===== src/hdl/fcfs_pkg.sv =====
// Shared types and codes for the FCFS scheduler.
package fcfs_pkg;

  typedef enum logic [1:0] {
    ST_NONE = 2'd0,
    ST_DONE = 2'd1,
    ST_DROP = 2'd2
  } status_t;

  typedef enum logic {
    MODE_ARRIVAL = 1'b0,
    MODE_TICK    = 1'b1
  } mode_t;

  typedef struct packed {
    mode_t       mode;
    logic [7:0]  job_id;
    logic [15:0] burst_len;
  } job_t;

  typedef struct packed {
    status_t     status;
    logic [7:0]  done_id;
    logic [31:0] completion_time;
    logic [31:0] turnaround;
    logic [31:0] waiting;
    logic        server_busy;
    logic [4:0]  queued;
  } res_t;

  typedef struct packed {
    logic [7:0]  id;
    logic [15:0] burst;
    logic [31:0] arrival;
  } entry_t;

  typedef struct packed {
    logic        pop;
    logic        finish;
    logic        busy_next;
    logic [7:0]  id;
    logic [31:0] ctime;
    logic [31:0] tat;
    logic [31:0] wt;
  } srv_stat_t;

endpackage


===== src/hdl/fcfs_cell.sv =====
// One slot of the wait queue; the row shifts toward the head on a pop.
module fcfs_cell import fcfs_pkg::*; (
  input  logic   clk,
  input  logic   shift,
  input  logic   load,
  input  entry_t din,
  input  entry_t nbr,
  output entry_t q
);

  always_ff @(posedge clk) begin
    if (shift) begin
      q <= nbr;
    end else if (load) begin
      q <= din;
    end
  end

endmodule


===== src/hdl/fcfs_server.sv =====
// Running job, time counter and completion figures.
module fcfs_server import fcfs_pkg::*; (
  input  logic        clk,
  input  logic        rst,
  input  logic        tick,
  input  logic        head_avail,
  input  entry_t      head,
  output logic        busy,
  output logic [31:0] time_now,
  output srv_stat_t   stat
);

  logic [31:0] time_next;
  logic [7:0]  run_id;
  logic [15:0] run_burst;
  logic [31:0] run_arrival;
  logic [15:0] run_left;

  logic        take;
  logic        cur_busy;
  logic [15:0] left_eff;
  logic [15:0] left_dec;
  logic [15:0] burst_eff;
  logic [31:0] arr_eff;
  logic [7:0]  id_eff;
  logic [31:0] ta;
  logic [31:0] burst_ext;
  logic        finish;

  always_comb begin
    take      = !busy && head_avail;
    cur_busy  = busy || take;
    left_eff  = take ? head.burst : run_left;
    burst_eff = take ? head.burst : run_burst;
    arr_eff   = take ? head.arrival : run_arrival;
    id_eff    = take ? head.id : run_id;
    left_dec  = (left_eff != 16'd0) ? left_eff - 16'd1 : 16'd0;
    time_next = (time_now == '1) ? time_now : time_now + 32'd1;
    finish    = cur_busy && (left_dec == 16'd0);
    ta        = time_next - arr_eff;
    burst_ext = {16'd0, burst_eff};

    stat.pop       = tick && take;
    stat.finish    = finish;
    stat.busy_next = cur_busy && !finish;
    stat.id        = id_eff;
    stat.ctime     = time_next;
    stat.tat       = ta;
    // clamp when saturated time makes turnaround shorter than the burst
    stat.wt        = (ta >= burst_ext) ? ta - burst_ext : 32'd0;
  end

  always_ff @(posedge clk) begin
    if (rst) begin
      time_now    <= '0;
      busy        <= 1'b0;
      run_id      <= '0;
      run_burst   <= '0;
      run_arrival <= '0;
      run_left    <= '0;
    end else if (tick) begin
      time_now <= time_next;
      busy     <= cur_busy && !finish;
      if (take) begin
        run_id      <= head.id;
        run_burst   <= head.burst;
        run_arrival <= head.arrival;
      end
      if (cur_busy) begin
        run_left <= left_dec;
      end
    end
  end

endmodule


===== src/hdl/fcfs_process_scheduler.sv =====
// Top level of the first-come-first-served single-server scheduler.
//
// Each transaction on the job channel is an arrival (queued behind earlier jobs,
// stamped with the current time, or dropped with status "dropped" when all
// QUEUE_DEPTH slots are full) or a time tick (an idle server takes the queue
// head, time advances and saturates, the running job counts down and is
// reported on completion). Every job transaction yields exactly one result
// transaction. The queue is a row of QUEUE_DEPTH cells that shift one place
// toward the head on each pop, the server does one decrement per tick, and the
// result sits in an output register, so a new item is taken every cycle as
// long as the result side keeps up.
module fcfs_process_scheduler import fcfs_pkg::*; #(
  parameter int QUEUE_DEPTH = 16
) (
  input  logic clk,
  input  logic rst,
  input  logic job_valid,
  output logic job_ready,
  input  job_t job,
  output logic res_valid,
  input  logic res_ready,
  output res_t res
);

  localparam int CW = $clog2(QUEUE_DEPTH + 1);

  logic [CW-1:0] count;
  logic [CW-1:0] count_next;
  logic          accept;
  logic          full;
  logic          push;
  logic          drop;
  logic          tick;
  logic          busy;
  entry_t        new_entry;
  entry_t        cells [QUEUE_DEPTH];
  srv_stat_t     srv;
  res_t          res_next;
  logic [31:0]   time_now_q;

  assign job_ready = !res_valid || res_ready;
  assign accept    = job_valid && job_ready;
  assign full      = (count == CW'(QUEUE_DEPTH));
  assign push      = accept && (job.mode == MODE_ARRIVAL) && !full;
  assign drop      = accept && (job.mode == MODE_ARRIVAL) && full;
  assign tick      = accept && (job.mode == MODE_TICK);

  // an arrival is stamped with the current time and a zero burst is stored as one; it never ticks
  always_comb begin
    new_entry.id      = job.job_id;
    new_entry.burst   = (job.burst_len == 16'd0) ? 16'd1 : job.burst_len;
    new_entry.arrival = time_now_q;
  end

  for (genvar i = 0; i < QUEUE_DEPTH; i++) begin : g_cell
    entry_t nbr;
    if (i == QUEUE_DEPTH - 1) begin : g_last
      assign nbr = '0;
    end else begin : g_mid
      assign nbr = cells[i+1];
    end
    fcfs_cell u_cell (
      .clk   (clk),
      .shift (srv.pop),
      .load  (push && (count == CW'(i))),
      .din   (new_entry),
      .nbr   (nbr),
      .q     (cells[i])
    );
  end

  fcfs_server u_server (
    .clk        (clk),
    .rst        (rst),
    .tick       (tick),
    .head_avail (count != '0),
    .head       (cells[0]),
    .busy       (busy),
    .time_now   (time_now_q),
    .stat       (srv)
  );

  always_comb begin
    count_next = count;
    if (push) begin
      count_next = count + CW'(1);
    end else if (srv.pop) begin
      count_next = count - CW'(1);
    end
  end

  always_comb begin
    res_next = '0;
    res_next.status      = ST_NONE;
    res_next.server_busy = busy;
    res_next.queued      = 5'(count_next);
    if (drop) begin
      res_next.status  = ST_DROP;
      res_next.done_id = job.job_id;
    end else if (tick) begin
      res_next.server_busy = srv.busy_next;
      if (srv.finish) begin
        res_next.status          = ST_DONE;
        res_next.done_id         = srv.id;
        res_next.completion_time = srv.ctime;
        res_next.turnaround      = srv.tat;
        res_next.waiting         = srv.wt;
      end
    end
  end

  always_ff @(posedge clk) begin
    if (rst) begin
      count     <= '0;
      res_valid <= 1'b0;
    end else begin
      count <= count_next;
      if (accept) begin
        res_valid <= 1'b1;
      end else if (res_ready) begin
        res_valid <= 1'b0;
      end
    end
  end

  always_ff @(posedge clk) begin
    if (accept) begin
      res <= res_next;
    end
  end

  a_count_bound: assert property (@(posedge clk) disable iff (rst)
    count <= CW'(QUEUE_DEPTH))
    else $error("queue count above depth");

  a_drop_full: assert property (@(posedge clk) disable iff (rst)
    accept && job.mode == MODE_ARRIVAL && !full |=> res.status != ST_DROP)
    else $error("arrival dropped with room in queue");

  a_tick_serves: assert property (@(posedge clk) disable iff (rst)
    tick && count != '0 |=> res.server_busy || res.status == ST_DONE)
    else $error("server idle with jobs waiting after a tick");

  a_tat_bound: assert property (@(posedge clk) disable iff (rst)
    res_valid && res.status == ST_DONE |-> res.turnaround <= res.completion_time)
    else $error("turnaround exceeds completion time");

endmodule


===== config.mk =====
export PLATFORM = sky130hd
export DESIGN_NAME = fcfs_process_scheduler
export DESIGN_NICKNAME = d
export VERILOG_FILES = /design/src/hdl/fcfs_pkg.sv /design/src/hdl/fcfs_cell.sv /design/src/hdl/fcfs_server.sv /design/src/hdl/fcfs_process_scheduler.sv
export SDC_FILE = /design/constraint.sdc
export NUM_CORES = 2
export LEC_CHECK = 0
export BUFFER_PORTS_ARGS = -buffer_cell sky130_fd_sc_hd__clkbuf_2
export CAP_MARGIN = 5
export CORE_UTILIZATION = 62
export CTS_CLUSTER_SIZE = 16
export DETAILED_ROUTE_END_ITERATION = 10
export PLACE_DENSITY = 0.82
export SLEW_MARGIN = 0
export SYNTH_ARGS = -nofsm -noshare
export SYNTH_HDL_FRONTEND = slang
export SYNTH_SLANG_ARGS = --single-unit

===== constraint.sdc =====
create_clock -name clk -period 11.3 [get_ports clk]
set_input_delay 0.565 -clock clk [delete_from_list [all_inputs] [get_ports clk]]
set_output_delay 0.565 -clock clk [all_outputs]
set_load 0.01 [all_outputs]

==> After elaboration in Yosys (flattened, before gate mapping) <==
Cells that the tools add are included.
{ "word_totals": {"ff_bits": 1119} }
{ "classes": {"n_bitwise": 4, "n_mux": 46, "magnitude_cmp": 1, "add_sub_neg": 6, "eq_ne": 17, "reduce_logical": 56} }
{ "op_table": {"columns": ["op", "count"], "rows": [
  ["56-bit 2-to-1 mux", 30],
  ["105-bit 2-to-1 mux", 2],
  ["32-bit 2-to-1 mux", 3],
  ["16-bit 2-to-1 mux", 4],
  ["5-bit by 4-bit == test with 1-bit output (second input constant)", 8],
  ["32-bit by 1-bit adder with 32-bit output (second input constant)", 1],
  ["32-bit == test (second input constant)", 1],
  ["32-bit by 16-bit >= comparator with 1-bit output", 1],
  ["16-bit zero test", 2],
  ["2-bit nonzero test", 16],
  ["32-bit by 16-bit subtractor with 32-bit output", 1],
  ["32-bit subtractor", 1],
  ["1-bit logical AND", 25],
  ["5-bit by 3-bit == test with 1-bit output (second input constant)", 4],
  ["8-bit 2-to-1 mux", 2],
  ["16-bit nonzero test", 1],
  ["16-bit by 1-bit subtractor with 16-bit output (second input constant)", 1],
  ["5-bit by 2-bit == test with 1-bit output (second input constant)", 2],
  ["5-bit 2-to-1 mux", 2],
  ["5-bit by 1-bit adder with 5-bit output (second input constant)", 1],
  ["5-bit by 1-bit == test with 1-bit output (second input constant)", 1],
  ["5-bit == test (second input constant)", 1],
  ["5-bit zero test", 1],
  ["5-bit nonzero test", 1],
  ["other kinds (9)", 18]
]} }

==> Depth between registers and ports, before layout <==
{ "logic_depth": {"depth_word": 11, "ltp_mapped": 32} }

==> Cells and area by module <==
A second synthesis with hierarchy kept.
{ "hier_totals": {"cells_unflattened": 3603, "area_unflattened_um2": 54367.1} }
{ "by_module_without_submodules": {"columns": ["mod", "cells_per_inst", "seq_area_each_um2", "instances", "area_each_um2"], "rows": [
  ["fcfs_cell", 119, 1681.6, 16, 2482.4],
  ["fcfs_server", 1346, 2102.0, 1, 9753.1],
  ["fcfs_process_scheduler", 353, 3483.3, 1, 4895.9]
]} }

==> Worst setup path before layout <==
Ideal clock, no wire load.
{ "synth_timing": {"path_kind": "input to register", "startpoint": "input port res_ready", "endpoint": "register g_cell[10].u_cell.q[0] (netlist bit) (enable)", "n_path_buf": 0, "path_stages": 6, "required_time_ns": 10.753, "t_arrival_ns": 8.193, "slack_ns": 2.560, "setup_ns": 0.547, "path_cell_list": "nand2b_1 and2_1 nand2b_1 nor2_1 nand2_1 o21ai_0"} }
{ "synth_between": {"elab_chain_cells": 6, "elab_cells_between_ends": 8, "cone_classes": "reduce/logical (8)"} }
{ "synth_lines": {"columns": ["item", "line_no", "source"], "rows": [
  ["start: declaration", "fcfs_process_scheduler.sv:21", "input logic res_ready,"],
  ["1-bit logical OR *", "fcfs_process_scheduler.sv:41", "assign job_ready = !res_valid || res_ready;"],
  ["1-bit logical AND *", "fcfs_process_scheduler.sv:42", "assign accept = job_valid && job_ready;"],
  ["net accept", "fcfs_process_scheduler.sv:29", "logic accept;"],
  ["1-bit logical AND (2 in a row)", "fcfs_process_scheduler.sv:44", "assign push = accept && (job.mode == MODE_ARRIVAL) && !full;"],
  ["1-bit logical AND", "fcfs_process_scheduler.sv:65", ".load (push && (count == CW'(i))),"],
  ["2-bit nonzero test (no line) *", null, null],
  ["end signal: assignment", "fcfs_cell.sv:13", "q <= nbr;"],
  ["end signal: assignment", "fcfs_cell.sv:15", "q <= din;"],
  ["end: declaration", "fcfs_cell.sv:8", "output entry_t q"]
]} }
The timed path passes the listed nets; every way through them passes the cells marked *.
A chain may end at the register's enable or synchronous reset.

==> results.json <==
{
  "io_pins": 143,
  "ctsHoldBuffers": 0,
  "wl_per_cell_um": 22.3,
  "cts.clk_slew.worst_paths_ns": 0.06,
  "antenna_found_initial": 0,
  "holdCritStartpoint": "job[3]",
  "setup_viol": 0,
  "fin_skew_ns": 0.0321,
  "yosys_warnings": 0,
  "gp_congestion": 0.943,
  "setup.worst_path.start_class": "register",
  "antenna_cells": 0,
  "startpoint": "u_server.time_now[3]",
  "cp-end-kind": "register",
  "drt-initial-drc-count": 3516,
  "fin_setup_tns_ns": 0,
  "reg2reg_from": "u_server.time_now[3]",
  "synth-seq-area-share": 0.664,
  "synth_xor_area_frac": 0.0200,
  "cts_buffers": 108,
  "tightest_slew_ns": 1.28,
  "critical_path_buf_inv_count": 2,
  "max-slew-margin-rel": 0.146,
  "vias": 29800,
  "synth_area_leaders": "edfxtp_1 59%, a21o_1 13%, dfxtp_1 7.0%",
  "grt.total_usage": 0.273,
  "vias_per_cell": 6.17,
  "htree_levels": 3,
  "internal_power_mw": 8.52,
  "async_reset_ff_frac": 0,
  "drcViolationCount": 0,
  "ir_drop_v": 0.000202,
  "worstSetupPathType": "register to register",
  "drv_cap": 0,
  "synth_adder_area_share": 0.0152,
  "worst_path_max_delay_cell": "nor4b_4",
  "ys_types": 78,
  "nNetsFinal": 3778,
  "cts_tree": "done",
  "p_seq_frac": 0.433,
  "max-clock-path-buffers": 3,
  "dp_hpwl_um": 65600,
  "syn_inst": 3720,
  "clockPowerShare": 0.285,
  "finalNonFillerCells": 4818,
  "drive_gt1_frac": 0.104,
  "layout_common_cells": "952 x edfxtp_1, 839 x a21o_1, 340 x nand2_1, 200 x a21oi_1, 167 x dfxtp_1",
  "ctsResizeCount": 0,
  "nFillCells": 5070,
  "cp_max_fo": 18,
  "hold_violations": 0,
  "syn_avg_cell_area_sq_um": 12.9,
  "arrival_ns": 8.77,
  "post-route-min-period_ns": 8.39,
  "crit_required_ns": 11.68,
  "dpl.cell_count": 4612,
  "synthFlopType": "edfxtp_1",
  "root_buffer": "clkbuf_16",
  "power.density_mw_per_mm2": 238,
  "rsz0062_at_grt": "false",
  "hold_class": "input pin to register",
  "port_buffers": 142,
  "combPwrFrac": 0.282,
  "p_sw_mw": 4.10,
  "slowest_delay_ns": 0.84,
  "mostFrequentLayoutCell": "edfxtp_1",
  "slew_viol_final": 0,
  "cpLargestDelayFamily": "simple AND/OR/NAND/NOR gates",
  "drt-total-wl_um": 107000,
  "row_count": 101,
  "ys_ff_latch": 1119,
  "grt_pass1_wl_um": 164000,
  "cts_setup_buffers": 0,
  "fp.dieW_um": 280,
  "grt-ovfl-total": 0,
  "post-route-util": 0.694,
  "leakage_nw": 24.0,
  "synth_top_area_share": 0.595,
  "grt_pass1_vias": 28500,
  "core_area_sq_mm": 0.0763,
  "cts_sinks": 1119,
  "synth_top_area_cell": "edfxtp_1",
  "area_delta_synth_final_pct": 10.2,
  "cpMostUsedCell": "o21ai_0",
  "dieArea_sq_mm": 0.0786,
  "start_util": 0.630,
  "synth_mux_area_frac": 0.0127,
  "synth_compound_area_frac": 0.178,
  "worst_skew_pair.late_latency_ns": 0.69,
  "syn_nets": 3806,
  "firstDrtPassIters": 6,
  "ant_nets": 0,
  "syn_area_sq_mm": 0.0481,
  "synth_simple_gate_area_frac": 0.0819,
  "grt_max_degree": 227,
  "status": "complete, no violations",
  "max_freq_mhz": 119,
  "synth_edf_count": 952,
  "swShare": 0.325,
  "synth_top_family_by_area": "compound AO/OA/AOI/OAI gates",
  "dieHeight_um": 280,
  "period_share": 0.743
}
[metrics by stage]
| stage | hold WS (ns) | worst slack (ns) | power [mW] | area, sq um |
|---|---|---|---|---|
| 4_1_cts | 0.0917 | 3.04 | 12.6 | 52900 |
| 3_3_place_gp | 0.440 | 3.47 | 9.01 | 49300 |
| 3_5_place_dp | 0.446 | 3.12 | 9.06 | 49300 |
| 5_1_grt | 0.112 | 1.95 | 13.2 | 52900 |
| 6_report | 0.126 | 2.91 | 12.6 | 52900 |
| 2_1_floorplan | 0.434 | 2.56 | 8.12 | 48100 |
[worst reg2reg max path, cell delays in order (launching register included)]
cell      delay, ns
dfxtp_1        0.54
nand4_1        0.28
nor3_1         0.55
nand4_1        0.51
mux2i_1        0.57
inv_1          0.09
ha_1           0.30
nand2b_1       0.08
a21oi_1        0.35
o21ai_0        0.18
a21boi_0       0.26
o21ai_0        0.15
a21boi_0       0.24
o21ai_0        0.13
a21boi_0       0.26
nor2_1         0.13
ha_1           0.35
a21oi_1        0.15
o21ai_0        0.20
a211oi_1       0.37
a21oi_1        0.18
nor4_2         0.59
nand4_2        0.32
nor4b_4        0.84
buf_4          0.38
nor3_1         0.11
[area by class of cell]
| cell class | instances | area (sq um) | share of cell area |
|---|---|---|---|
| clock buffers | 150 | 3000 | 0.0567 |
| clock inverters | 56 | 598 | 0.0113 |
| inverters | 24 | 90.1 | 0.00170 |
| multi-input cells | 2258 | 15000 | 0.283 |
| flip-flops and latches | 1119 | 31900 | 0.603 |
| well taps | 1030 | 1290 | 0.0243 |
| repair buffers | 181 | 1040 | 0.0197 |
[cell usage after synthesis (15+ instances only)]
master and count:
a21o_1 839, a21oi_1 200, and2_1 69, and3_1 61, buf_2 22, clkbuf_1 281, dfxtp_1 167, edfxtp_1 952
ha_1 55, inv_1 24, mux2i_1 61, nand2_1 343, nand2b_1 15, nand3_1 33, nand4_1 15, nor2_1 123
nor3_1 64, nor4_1 19, o21a_1 19, o21ai_0 68, or3_1 24, xnor2_1 55, xor2_1 52
[path summary, 6_finish.rpt]
check             slack, ns  depth (start not counted)                        to
setup / recovery       2.91                         25                   res[14]
hold / removal         0.13                          3   g_cell[15].u_cell.q[35]
setup reg to reg       2.91                         25                   res[14]
hold reg to reg        0.45                          2  u_server.run_arrival[11]
[flip-flops by register name, summed over array words and instances, names as in the netlist]
signal / flops
u_server.run_id: 8
res: 112
u_server.busy: 1
count: 5
u_server.time_now: 32
u_server.run_burst: 16
u_server.run_left: 16
res_valid: 1
g_cell.u_cell.q: 896
u_server.run_arrival: 32
[power groups by stage]
stage / registers [mW] / clock network, mW / logic (mW)
floorplan: 5.57 / 0 / 2.55
global placement: 5.52 / 0 / 3.49
detailed placement: 5.55 / 0 / 3.51
CTS: 5.47 / 3.64 / 3.53
global route: 5.51 / 3.79 / 3.86
finish: 5.47 / 3.60 / 3.56
[cells by family after synthesis]
group,Yosys count
AO/OA/AOI/OAI,1217
multiplexers,61
AND/OR/NAND/NOR,815
flip-flops,1119
adder cells (fa/ha/maj),57
buffers and inverters,343
XOR/XNOR,108
[per-layer routing]
metal / share of wire / global-route usage / vias up
met5: 0 / 0 / -
met4: 0.032 / 0.0991 / 0
met3: 0.080 / 0.0399 / 159
met2: 0.46 / 0.422 / 1232
met1: 0.43 / 0.396 / 14700
li1: - / - / 13600
Power figures use the tool's default switching activity.
